<file path="config.mk">
export PLATFORM = sky130hd
export DESIGN_NAME = sorted_list_insert_delete_core
export DESIGN_NICKNAME = d
export VERILOG_FILES = /design/src/sli_pkg.sv /design/src/sli_ctrl.sv /design/src/sli_datapath.sv /design/src/sorted_list_insert_delete_core.sv
export SDC_FILE = /design/constraint.sdc
export NUM_CORES = 2
export LEC_CHECK = 0
export ABC_CLOCK_PERIOD_IN_PS = 8440
export BUFFER_PORTS_ARGS = -buffer_cell sky130_fd_sc_hd__buf_2
export CAP_MARGIN = 20
export CORE_UTILIZATION = 40
export CTS_BUF_LIST = sky130_fd_sc_hd__clkbuf_2 sky130_fd_sc_hd__clkbuf_4 sky130_fd_sc_hd__clkbuf_8
export DETAILED_ROUTE_END_ITERATION = 16
export GPL_TIMING_DRIVEN = 0
export HOLD_SLACK_MARGIN = 0.03
export PLACE_DENSITY_LB_ADDON = 0.2
export SYNTH_ARGS = -nofsm -noshare
export SYNTH_HDL_FRONTEND = slang
export SYNTH_SLANG_ARGS = --single-unit
</file>
<file path="constraint.sdc">
create_clock -name aclk -period 8.44 [get_ports aclk]
set_clock_uncertainty 0.2 [all_clocks]
set_input_delay 1.266 -clock aclk [delete_from_list [all_inputs] [get_ports aclk]]
set_output_delay 1.266 -clock aclk [all_outputs]
set_load 0.03 [all_outputs]
</file>
<file path="src/sli_pkg.sv">
// Shared types and constants for the sorted list insert/delete core.
// Used by sli_ctrl, sli_datapath and sorted_list_insert_delete_core; no dependencies.
`default_nettype none

package sli_pkg;

    localparam int CAPACITY_DEF = 16;
    localparam int VALUE_W      = 32;
    localparam int MODE_W       = 2;
    localparam int STATUS_W     = 2;
    localparam int COUNT_OUT_W  = 5;
    localparam int S_TDATA_W    = 32;
    localparam int M_TDATA_W    = 40;

    localparam logic [MODE_W-1:0] MODE_INSERT = 2'd0;
    localparam logic [MODE_W-1:0] MODE_DELETE = 2'd1;
    localparam logic [MODE_W-1:0] MODE_DUMP   = 2'd2;

    localparam logic [STATUS_W-1:0] ST_OK        = 2'd0;
    localparam logic [STATUS_W-1:0] ST_EMPTY     = 2'd1;
    localparam logic [STATUS_W-1:0] ST_NOT_FOUND = 2'd2;
    localparam logic [STATUS_W-1:0] ST_FULL      = 2'd3;

    typedef struct packed {
        logic load_item;
        logic exec;
        logic dump_step;
    } sli_cmd_t;

    typedef struct packed {
        logic              out_free;
        logic [MODE_W-1:0] mode;
        logic              empty;
        logic              dump_last;
    } sli_stat_t;

endpackage

`default_nettype wire

</file>
<file path="src/sli_ctrl.sv">
// Controller state machine of the sorted list core.
// Depends on sli_pkg; drives the command struct of sli_datapath.
`default_nettype none

module sli_ctrl (
    input  wire logic              aclk,
    input  wire logic              aresetn,
    input  wire logic              s_tvalid,
    output logic                   s_tready,
    input  wire sli_pkg::sli_stat_t stat,
    output sli_pkg::sli_cmd_t      cmd
);

    localparam logic [1:0] S_IDLE = 2'd0;
    localparam logic [1:0] S_EXEC = 2'd1;
    localparam logic [1:0] S_DUMP = 2'd2;

    logic [1:0] state_reg;
    logic [1:0] state_next;

    always_ff @(posedge aclk) begin
        if (!aresetn) begin
            state_reg <= S_IDLE;
        end else begin
            state_reg <= state_next;
        end
    end

    always_comb begin
        state_next    = state_reg;
        s_tready      = 1'b0;
        cmd.load_item = 1'b0;
        cmd.exec      = 1'b0;
        cmd.dump_step = 1'b0;
        case (state_reg)
            S_IDLE: begin
                s_tready = 1'b1;
                if (s_tvalid) begin
                    cmd.load_item = 1'b1;
                    state_next    = S_EXEC;
                end
            end
            S_EXEC: begin
                if (stat.out_free) begin
                    if (stat.mode == sli_pkg::MODE_DUMP && !stat.empty) begin
                        cmd.dump_step = 1'b1;
                        state_next    = stat.dump_last ? S_IDLE : S_DUMP;
                    end else begin
                        cmd.exec   = 1'b1;
                        state_next = S_IDLE;
                    end
                end
            end
            S_DUMP: begin
                if (stat.out_free) begin
                    cmd.dump_step = 1'b1;
                    if (stat.dump_last) begin
                        state_next = S_IDLE;
                    end
                end
            end
            default: begin
                state_next = S_IDLE;
            end
        endcase
    end

endmodule

`default_nettype wire

</file>
<file path="src/sli_datapath.sv">
// Datapath of the sorted list core: a row of compare-and-shift cells, the entry
// count, the dump counter and the output register. Depends on sli_pkg.
`default_nettype none

module sli_datapath #(
    parameter int CAPACITY = sli_pkg::CAPACITY_DEF
) (
    input  wire logic                              aclk,
    input  wire logic                              aresetn,
    input  wire sli_pkg::sli_cmd_t                 cmd,
    output sli_pkg::sli_stat_t                     stat,
    input  wire logic [sli_pkg::MODE_W-1:0]        in_mode,
    input  wire logic signed [sli_pkg::VALUE_W-1:0] in_value,
    output logic signed [sli_pkg::VALUE_W-1:0]     out_value,
    output logic [sli_pkg::STATUS_W-1:0]           out_status,
    output logic [sli_pkg::COUNT_OUT_W-1:0]        out_count,
    output logic                                   out_last,
    output logic                                   out_valid,
    input  wire logic                              out_ready
);

    localparam int CW = $clog2(CAPACITY + 1);

    logic [sli_pkg::MODE_W-1:0]          mode_reg;
    logic signed [sli_pkg::VALUE_W-1:0]  value_reg;
    logic signed [sli_pkg::VALUE_W-1:0]  cells_reg  [CAPACITY];
    logic signed [sli_pkg::VALUE_W-1:0]  cells_next [CAPACITY];
    logic [CW-1:0]                       count_reg;
    logic [CW-1:0]                       count_next;
    logic [CW-1:0]                       idx_reg;
    logic [CW-1:0]                       idx_next;
    logic [CW-1:0]                       count_m1;

    logic signed [sli_pkg::VALUE_W-1:0]  out_value_reg;
    logic signed [sli_pkg::VALUE_W-1:0]  out_value_next;
    logic [sli_pkg::STATUS_W-1:0]        out_status_reg;
    logic [sli_pkg::STATUS_W-1:0]        out_status_next;
    logic [sli_pkg::COUNT_OUT_W-1:0]     out_count_reg;
    logic [sli_pkg::COUNT_OUT_W-1:0]     out_count_next;
    logic                                out_last_reg;
    logic                                out_last_next;
    logic                                out_valid_reg;
    logic                                out_valid_next;

    logic [CAPACITY-1:0] lt;
    logic [CAPACITY-1:0] eq;
    logic                found;
    logic                full;
    logic                empty;
    logic                ins_en;
    logic                del_en;
    logic                rot_en;
    logic                out_free;

    assign count_m1 = count_reg - CW'(1);
    assign full     = (count_reg == CW'(CAPACITY));
    assign empty    = (count_reg == '0);
    assign found    = |eq;
    assign out_free = !out_valid_reg || out_ready;

    assign ins_en = cmd.exec && (mode_reg == sli_pkg::MODE_INSERT) && !full;
    assign del_en = cmd.exec && (mode_reg == sli_pkg::MODE_DELETE) && found;
    assign rot_en = cmd.dump_step;

    for (genvar i = 0; i < CAPACITY; i++) begin : g_cell
        logic signed [sli_pkg::VALUE_W-1:0] up_val;
        logic signed [sli_pkg::VALUE_W-1:0] ins_val;
        logic                               in_range;

        assign in_range = (CW'(i) < count_reg);
        assign lt[i]    = in_range && (cells_reg[i] < value_reg);
        assign eq[i]    = in_range && (cells_reg[i] == value_reg);

        if (i == CAPACITY - 1) begin : g_top
            assign up_val = cells_reg[i];
        end else begin : g_mid
            assign up_val = cells_reg[i + 1];
        end

        if (i == 0) begin : g_first
            assign ins_val = value_reg;
        end else begin : g_rest
            assign ins_val = lt[i - 1] ? value_reg : cells_reg[i - 1];
        end

        always_comb begin
            cells_next[i] = cells_reg[i];
            if (ins_en && !lt[i]) begin
                cells_next[i] = ins_val;
            end else if (del_en && !lt[i]) begin
                cells_next[i] = up_val;
            end else if (rot_en) begin
                if (CW'(i) < count_m1) begin
                    cells_next[i] = up_val;
                end else if (CW'(i) == count_m1) begin
                    cells_next[i] = cells_reg[0];
                end
            end
        end

        always_ff @(posedge aclk) begin
            cells_reg[i] <= cells_next[i];
        end
    end

    always_comb begin
        count_next      = count_reg;
        idx_next        = idx_reg;
        out_value_next  = out_value_reg;
        out_status_next = out_status_reg;
        out_count_next  = out_count_reg;
        out_last_next   = out_last_reg;
        out_valid_next  = out_valid_reg && !out_ready;

        if (ins_en) begin
            count_next = count_reg + CW'(1);
        end else if (del_en) begin
            count_next = count_m1;
        end

        if (cmd.load_item) begin
            idx_next = '0;
        end else if (rot_en) begin
            idx_next = idx_reg + CW'(1);
        end

        if (cmd.exec) begin
            out_value_next = '0;
            out_last_next  = 1'b1;
            out_valid_next = 1'b1;
            out_count_next = sli_pkg::COUNT_OUT_W'(count_next);
            case (mode_reg)
                sli_pkg::MODE_INSERT: begin
                    out_status_next = full ? sli_pkg::ST_FULL : sli_pkg::ST_OK;
                end
                sli_pkg::MODE_DELETE: begin
                    if (empty) begin
                        out_status_next = sli_pkg::ST_EMPTY;
                    end else if (!found) begin
                        out_status_next = sli_pkg::ST_NOT_FOUND;
                    end else begin
                        out_status_next = sli_pkg::ST_OK;
                    end
                end
                sli_pkg::MODE_DUMP: begin
                    out_status_next = sli_pkg::ST_EMPTY;
                end
                default: begin
                    out_status_next = sli_pkg::ST_OK;
                end
            endcase
        end else if (rot_en) begin
            out_value_next  = cells_reg[0];
            out_status_next = sli_pkg::ST_OK;
            out_count_next  = sli_pkg::COUNT_OUT_W'(count_reg);
            out_last_next   = (idx_reg == count_m1);
            out_valid_next  = 1'b1;
        end
    end

    always_ff @(posedge aclk) begin
        if (!aresetn) begin
            count_reg     <= '0;
            out_valid_reg <= 1'b0;
        end else begin
            count_reg     <= count_next;
            out_valid_reg <= out_valid_next;
        end
    end

    always_ff @(posedge aclk) begin
        if (cmd.load_item) begin
            mode_reg  <= in_mode;
            value_reg <= in_value;
        end
        idx_reg        <= idx_next;
        out_value_reg  <= out_value_next;
        out_status_reg <= out_status_next;
        out_count_reg  <= out_count_next;
        out_last_reg   <= out_last_next;
    end

    assign stat.out_free  = out_free;
    assign stat.mode      = mode_reg;
    assign stat.empty     = empty;
    assign stat.dump_last = (idx_reg == count_m1);

    assign out_value  = out_value_reg;
    assign out_status = out_status_reg;
    assign out_count  = out_count_reg;
    assign out_last   = out_last_reg;
    assign out_valid  = out_valid_reg;

endmodule

`default_nettype wire

</file>
<file path="src/sorted_list_insert_delete_core.sv">
// Top level of the sorted list core: ascending store of signed 32-bit values.
// Depends on sli_pkg, sli_ctrl and sli_datapath.
//
// Input stream: s_tuser carries the operation (insert, delete, dump), s_tdata the
// value. Output stream: m_tdata carries value, status and entry count; m_tlast
// marks the final word caused by an input word.
// An insert or delete runs in a row of compare-and-shift cells and gives one
// word; the accepted input word is registered, the result is written to the
// output register once it is free, and only then is the next input word taken,
// so the core does not take a new word before it is through with the last.
// A dump rotates the cells by one position per cycle and emits the head cell,
// one word per cycle while the output register is free; an empty store gives
// a single word with the empty status.
// The output register decouples the sides: a new input word is accepted while
// a result still waits. When the receiver stalls, the core holds its result
// and the next operation waits for the output register to drain.
// Reset empties the store and drops the output valid; no clearing pass is needed.
`default_nettype none

module sorted_list_insert_delete_core #(
    parameter int CAPACITY = sli_pkg::CAPACITY_DEF
) (
    input  wire logic                           aclk,
    input  wire logic                           aresetn,
    input  wire logic                           s_tvalid,
    output logic                                s_tready,
    // [31:0] item_value
    input  wire logic [sli_pkg::S_TDATA_W-1:0]  s_tdata,
    // [1:0] mode
    input  wire logic [sli_pkg::MODE_W-1:0]     s_tuser,
    output logic                                m_tvalid,
    input  wire logic                           m_tready,
    // [31:0] out_value, [33:32] status, [38:34] entry_count, [39] zero
    output logic [sli_pkg::M_TDATA_W-1:0]       m_tdata,
    output logic                                m_tlast
);

    sli_pkg::sli_cmd_t  cmd;
    sli_pkg::sli_stat_t stat;

    logic signed [sli_pkg::VALUE_W-1:0] out_value;
    logic [sli_pkg::STATUS_W-1:0]       out_status;
    logic [sli_pkg::COUNT_OUT_W-1:0]    out_count;

    sli_ctrl u_ctrl (
        .aclk     (aclk),
        .aresetn  (aresetn),
        .s_tvalid (s_tvalid),
        .s_tready (s_tready),
        .stat     (stat),
        .cmd      (cmd)
    );

    sli_datapath #(
        .CAPACITY (CAPACITY)
    ) u_datapath (
        .aclk       (aclk),
        .aresetn    (aresetn),
        .cmd        (cmd),
        .stat       (stat),
        .in_mode    (s_tuser),
        .in_value   (s_tdata),
        .out_value  (out_value),
        .out_status (out_status),
        .out_count  (out_count),
        .out_last   (m_tlast),
        .out_valid  (m_tvalid),
        .out_ready  (m_tready)
    );

    assign m_tdata = {1'b0, out_count, out_status, out_value};

    a_one_item_at_a_time: assert property (@(posedge aclk) disable iff (!aresetn)
        (s_tvalid && s_tready) |=> !s_tready)
        else $error("input accepted while an item is still in progress");

    a_full_count: assert property (@(posedge aclk) disable iff (!aresetn)
        (m_tvalid && m_tdata[33:32] == sli_pkg::ST_FULL)
            |-> (m_tdata[38:34] == sli_pkg::COUNT_OUT_W'(CAPACITY)))
        else $error("full status reported with a count below capacity");

    a_only_dump_continues: assert property (@(posedge aclk) disable iff (!aresetn)
        (m_tvalid && !m_tlast) |-> (m_tdata[33:32] == sli_pkg::ST_OK))
        else $error("non-final result word without ok status");

endmodule

`default_nettype wire

</file>
==> results.md <==
- The flow ran to the end, but the final reports show violations.
- The checks that failed: slew limit, setup timing.
- Subtracting the final worst setup slack from the clock period gives ~8.5 ns.
- The final cell count without fillers is 6439.
- The total number of vias is between 40000 and 50000.
- The detail-routed net length per standard cell is roughly 38 um.
- A synthesized cell averages a little under 10 um^2.
- The number of resized instances in the post-cts repair step is 0.
- The layout-stage area growth over the synthesis result is 13.5%.
- The most used flip-flop cell after synthesis is sky130_fd_sc_hd__edfxtp_1.
- In this run, synthesis produced a sequential element count of 599.
- The root buffer cell is sky130_fd_sc_hd__clkbuf_8.
- The buffer depth of the longest clock path is 3.
- The post-synthesis instance area is 44400 um^2.
- Buffers added to address setup during post-CTS repair amount to 0.
- The cell family contributing the most delay on the critical path is simple AND/OR/NAND/NOR gates.
- The utilization after layout is 0.460.
- The worst max-slew margin expressed relative to the limit is -0.119.
- TritonCTS built the clock tree.
- Setup repair after global routing left no endpoint under its margin.
- The average via count per standard cell is between 7 and 8.
- The die covers 112000 um^2.
- The H-tree depth is 3.
- The type of the worst setup path is reg -> reg.
- The first routing iteration left ~8100 violations.
- The layout has 10600 filler cells.
- Counting flops with a built-in enable in the synthesized netlist gives 553.
- The number of buffers and inverters on the critical path is 4.
- At the later pin of the worst-skew pair, clock insertion delay measures about 0.88 ns.
- Across the run, the number of max-cap violations was 0.
- The die extent in x is roughly 340 um.
- The share of synthesized flip-flops with an asynchronous set or reset is 0.
- The residual DRC count is 0.
- The number of global-route vias before repair is around 41000.
- The aggregate global-route resource usage is 0.423.
- Static timing analysis puts the maximum clock frequency at ~120 MHz.
- The total congestion overflow is 0.
- For the worst setup path, the data required time is around 8.8 ns.
- After clock tree synthesis, the clock-pin slew on the worst setup and hold paths is roughly 0.070 ns.
- The portion of the clock cycle consumed by the worst path in the final layout is 1.00.
- The cell type with the highest occurrence count on the critical path is sky130_fd_sc_hd__clkbuf_1.
- STA puts the critical path data arrival time at 8.84 ns.
- The worst-case IR drop observed on VDD is roughly 160 uV.
- The total clock sinks is 599.
- Summed over all layers, the routed wires come to between 200000 and 250000 um.
- The initial utilization of the core area, before any placement, comes to 0.405.
- Counting the buffers created by CTS gives ~110.
- Setup slack on the critical path of the routed design comes to -0.0146 ns.
- The first global-routing pass estimated 330000 um of wire.
- Routability-driven placement finished with a final weighted congestion of about 1.1.
- Dividing total power by cell area gives a power density of roughly 160 nW/um^2.
- Of the post-synthesis cell area, the dominant cell type holds 0.374.
- The final max-slew violation count is 1.
- The dominant cell by count in the synthesized netlist is sky130_fd_sc_hd__nand2_1.
- Including well taps, the total number of placed cells is between 6000 and 7000.
- The number of warnings printed during yosys synthesis is 0.
- The die is approximately 340 um tall.
- Counting distinct cell types in the post-synthesis netlist gives 80.
- The worst setup path is captured at a flip-flop.
- The quantity of hold-fixing buffers added after cts is 0.
- The number of rows in the core area is ~120.
- The fraction of layout cells with a size suffix above 1 is 0.100.
- For this run, the slowest stage of the critical path takes around 0.98 ns.
- The largest individual stage delay along the critical path comes from the cell sky130_fd_sc_hd__or4b_1.
- The hold violation count in the final report came to 0.
- The maximum number of pins on one net before global-route repair is 25.
- The placeable core region is about 110000 um^2.
- Synthesis handed over a netlist of between 4000 and 5000 instances.
- The worst hold slack is 0.252 ns.
- The reported leakage power is approximately 20 nW.
- The pin slew with the least headroom to its limit is roughly 1.7 ns.
- The critical path goes through clkbuf_1 -> inv_1 -> ha_1 -> and4_1 -> nand4_1 -> or4b_1 -> o2111ai_1 -> or4_4 -> nand3_1 -> buf_2 -> nand2_1 -> clkbuf_1 -> o22ai_1 -> a221o_1.
- The final number of setup-violating endpoints is 1.
- When the netlist entered floorplanning its net count stood at around 5100.
- Of all nets on the critical path, the largest fanout is 17.
- The count of buffers from port buffering is slightly below 80.
- The post-detailed-route count of antenna-violating nets is 0.
- Sorting the synthesized cells by area gives the leading types as sky130_fd_sc_hd__edfxtp_1, sky130_fd_sc_hd__ha_1, sky130_fd_sc_hd__a221o_1, sky130_fd_sc_hd__a21oi_1, sky130_fd_sc_hd__mux2i_1.
- The type of the worst min-delay path is reg -> reg.
- The wire-length estimate of the detail-placed layout is between 150000 and 200000 um.
- The type of origin of the critical path is a flip-flop.
- Setup total negative slack on the finished layout was measured at -0.0146 ns.
- Of the synthesized area, sequential elements account for 0.395.
- In this run the count of I/O pins placed on the die edge is a little over 80.
- The biggest area contributor in the post-synthesis netlist is sky130_fd_sc_hd__edfxtp_1.
- For this run, the post-layout net count is about 5400.
- The first-pass detailed-route iteration total is 8.
- The initial antenna violation count is 19.
- Ranked by instance count, the synthesized netlist is headed by sky130_fd_sc_hd__nand2_1, sky130_fd_sc_hd__edfxtp_1, sky130_fd_sc_hd__a21oi_1.
- The flip-flop count of the largest register after layout is around 510.
[stage by stage]
stage / cell area, um^2 / total power [mW] / setup WS (ns)
3_3_place_gp: 46600 / 4.88 / -5.45
2_1_floorplan: 44400 / 4.30 / 2.37
5_1_grt: 50400 / 8.22 / 0.475
6_report: 50400 / 8.09 / -0.0146
3_5_place_dp: 47700 / 4.93 / 0.597
4_1_cts: 50000 / 7.96 / 0.556
[logic make-up (layout without fill, tap and decap cells)]
logic type	count (synthesis)	in the layout	share of synthesized area
XOR/XNOR	18	18	0.00355
AND/OR/NAND/NOR	1343	1343	0.136
other	1	15	0.0000845
adder cells (fa/ha/maj)	521	521	0.147
flip-flops	599	599	0.395
AO/OA/AOI/OAI	1328	1328	0.206
buffers and inverters	461	833	0.0417
multiplexers	306	306	0.0701
[power breakdown]
| part | internal [mW] | switching [mW] | leakage [nW] | total (mW) |
|---|---|---|---|---|
| clock network | 1.60 | 1.51 | 1.22 | 3.11 |
| registers | 3.36 | 0.112 | 5.41 | 3.47 |
| logic | 0.464 | 1.05 | 13.1 | 1.51 |
| total | 5.42 | 2.67 | 19.7 | 8.09 |
[final timing paths]
| check | start | to | slack [ns] | cells after the start |
|---|---|---|---|---|
| max | u_datapath.g_cell[0].ins_val[29]$_DFFE_PP_ | u_datapath.cells_reg[2][2]$_DFFE_PP_ | -0.01 | 14 |
| min | u_datapath.out_value[22]$_SDFFE_PP0P_ | u_datapath.out_value[22]$_SDFFE_PP0P_ | 0.25 | 2 |
| max reg2reg | u_datapath.g_cell[0].ins_val[29]$_DFFE_PP_ | u_datapath.cells_reg[2][2]$_DFFE_PP_ | -0.01 | 14 |
| min reg2reg | u_datapath.out_value[22]$_SDFFE_PP0P_ | u_datapath.out_value[22]$_SDFFE_PP0P_ | 0.25 | 2 |
[worst register-to-register path, cell delays in order (launching register included)]
cell	delay (ns)
sky130_fd_sc_hd__edfxtp_1	0.79
sky130_fd_sc_hd__clkbuf_1	0.81
sky130_fd_sc_hd__inv_1	0.78
sky130_fd_sc_hd__ha_1	0.60
sky130_fd_sc_hd__and4_1	0.36
sky130_fd_sc_hd__nand4_1	0.46
sky130_fd_sc_hd__or4b_1	0.98
sky130_fd_sc_hd__o2111ai_1	0.48
sky130_fd_sc_hd__or4_4	0.25
sky130_fd_sc_hd__nand3_1	0.33
sky130_fd_sc_hd__buf_2	0.37
sky130_fd_sc_hd__nand2_1	0.41
sky130_fd_sc_hd__clkbuf_1	0.79
sky130_fd_sc_hd__o22ai_1	0.24
sky130_fd_sc_hd__a221o_1	0.33
[layout by cell type, fill, tap and decap left out, types with 30 or more instances in the layout]
| master | count |
|---|---|
| sky130_fd_sc_hd__inv_1 | 93 |
| sky130_fd_sc_hd__nand2_1 | 614 |
| sky130_fd_sc_hd__o21ai_0 | 68 |
| sky130_fd_sc_hd__a31oi_1 | 40 |
| sky130_fd_sc_hd__o21ai_1 | 35 |
| sky130_fd_sc_hd__clkbuf_8 | 122 |
| sky130_fd_sc_hd__buf_1 | 46 |
| sky130_fd_sc_hd__clkbuf_4 | 36 |
| sky130_fd_sc_hd__o221ai_1 | 32 |
| sky130_fd_sc_hd__dfxtp_1 | 46 |
| sky130_fd_sc_hd__a221o_1 | 318 |
| sky130_fd_sc_hd__o22ai_1 | 65 |
| sky130_fd_sc_hd__clkbuf_1 | 251 |
| sky130_fd_sc_hd__nor2_1 | 261 |
| sky130_fd_sc_hd__a21o_1 | 40 |
| sky130_fd_sc_hd__a21oi_1 | 543 |
| sky130_fd_sc_hd__ha_1 | 521 |
| sky130_fd_sc_hd__mux2_2 | 39 |
| sky130_fd_sc_hd__mux2i_1 | 267 |
| sky130_fd_sc_hd__buf_2 | 148 |
| sky130_fd_sc_hd__edfxtp_1 | 553 |
| sky130_fd_sc_hd__nand3_1 | 95 |
| sky130_fd_sc_hd__a22oi_1 | 38 |
| sky130_fd_sc_hd__nand4_1 | 153 |
| sky130_fd_sc_hd__clkinv_1 | 30 |
| sky130_fd_sc_hd__nor3_1 | 97 |
[layer usage]
layer / wire (um) / track usage / vias to the layer above
met2: 95200 / 0.572 / 4175
met1: 91000 / 0.537 / 21900
met3: 37300 / 0.175 / 959
li1: - / - / 18400
met4: 20800 / 0.299 / 14
met5: 369 / 0.0221 / -
[area by class of cell]
class,count,area (um^2),share of cell area
Inverter,94,353,0.00701
Timing Repair Buffer,161,1550,0.0308
Multi-Input combinational cell,3517,25300,0.501
Sequential cell,599,17500,0.348
Antenna cell,14,35.0,0.000696
Buffer,367,1500,0.0298
Tap cell,1476,1850,0.0367
Clock inverter,57,383,0.00760
Clock buffer,154,1920,0.0381
Note: power is estimated with default switching activity, not from simulation.
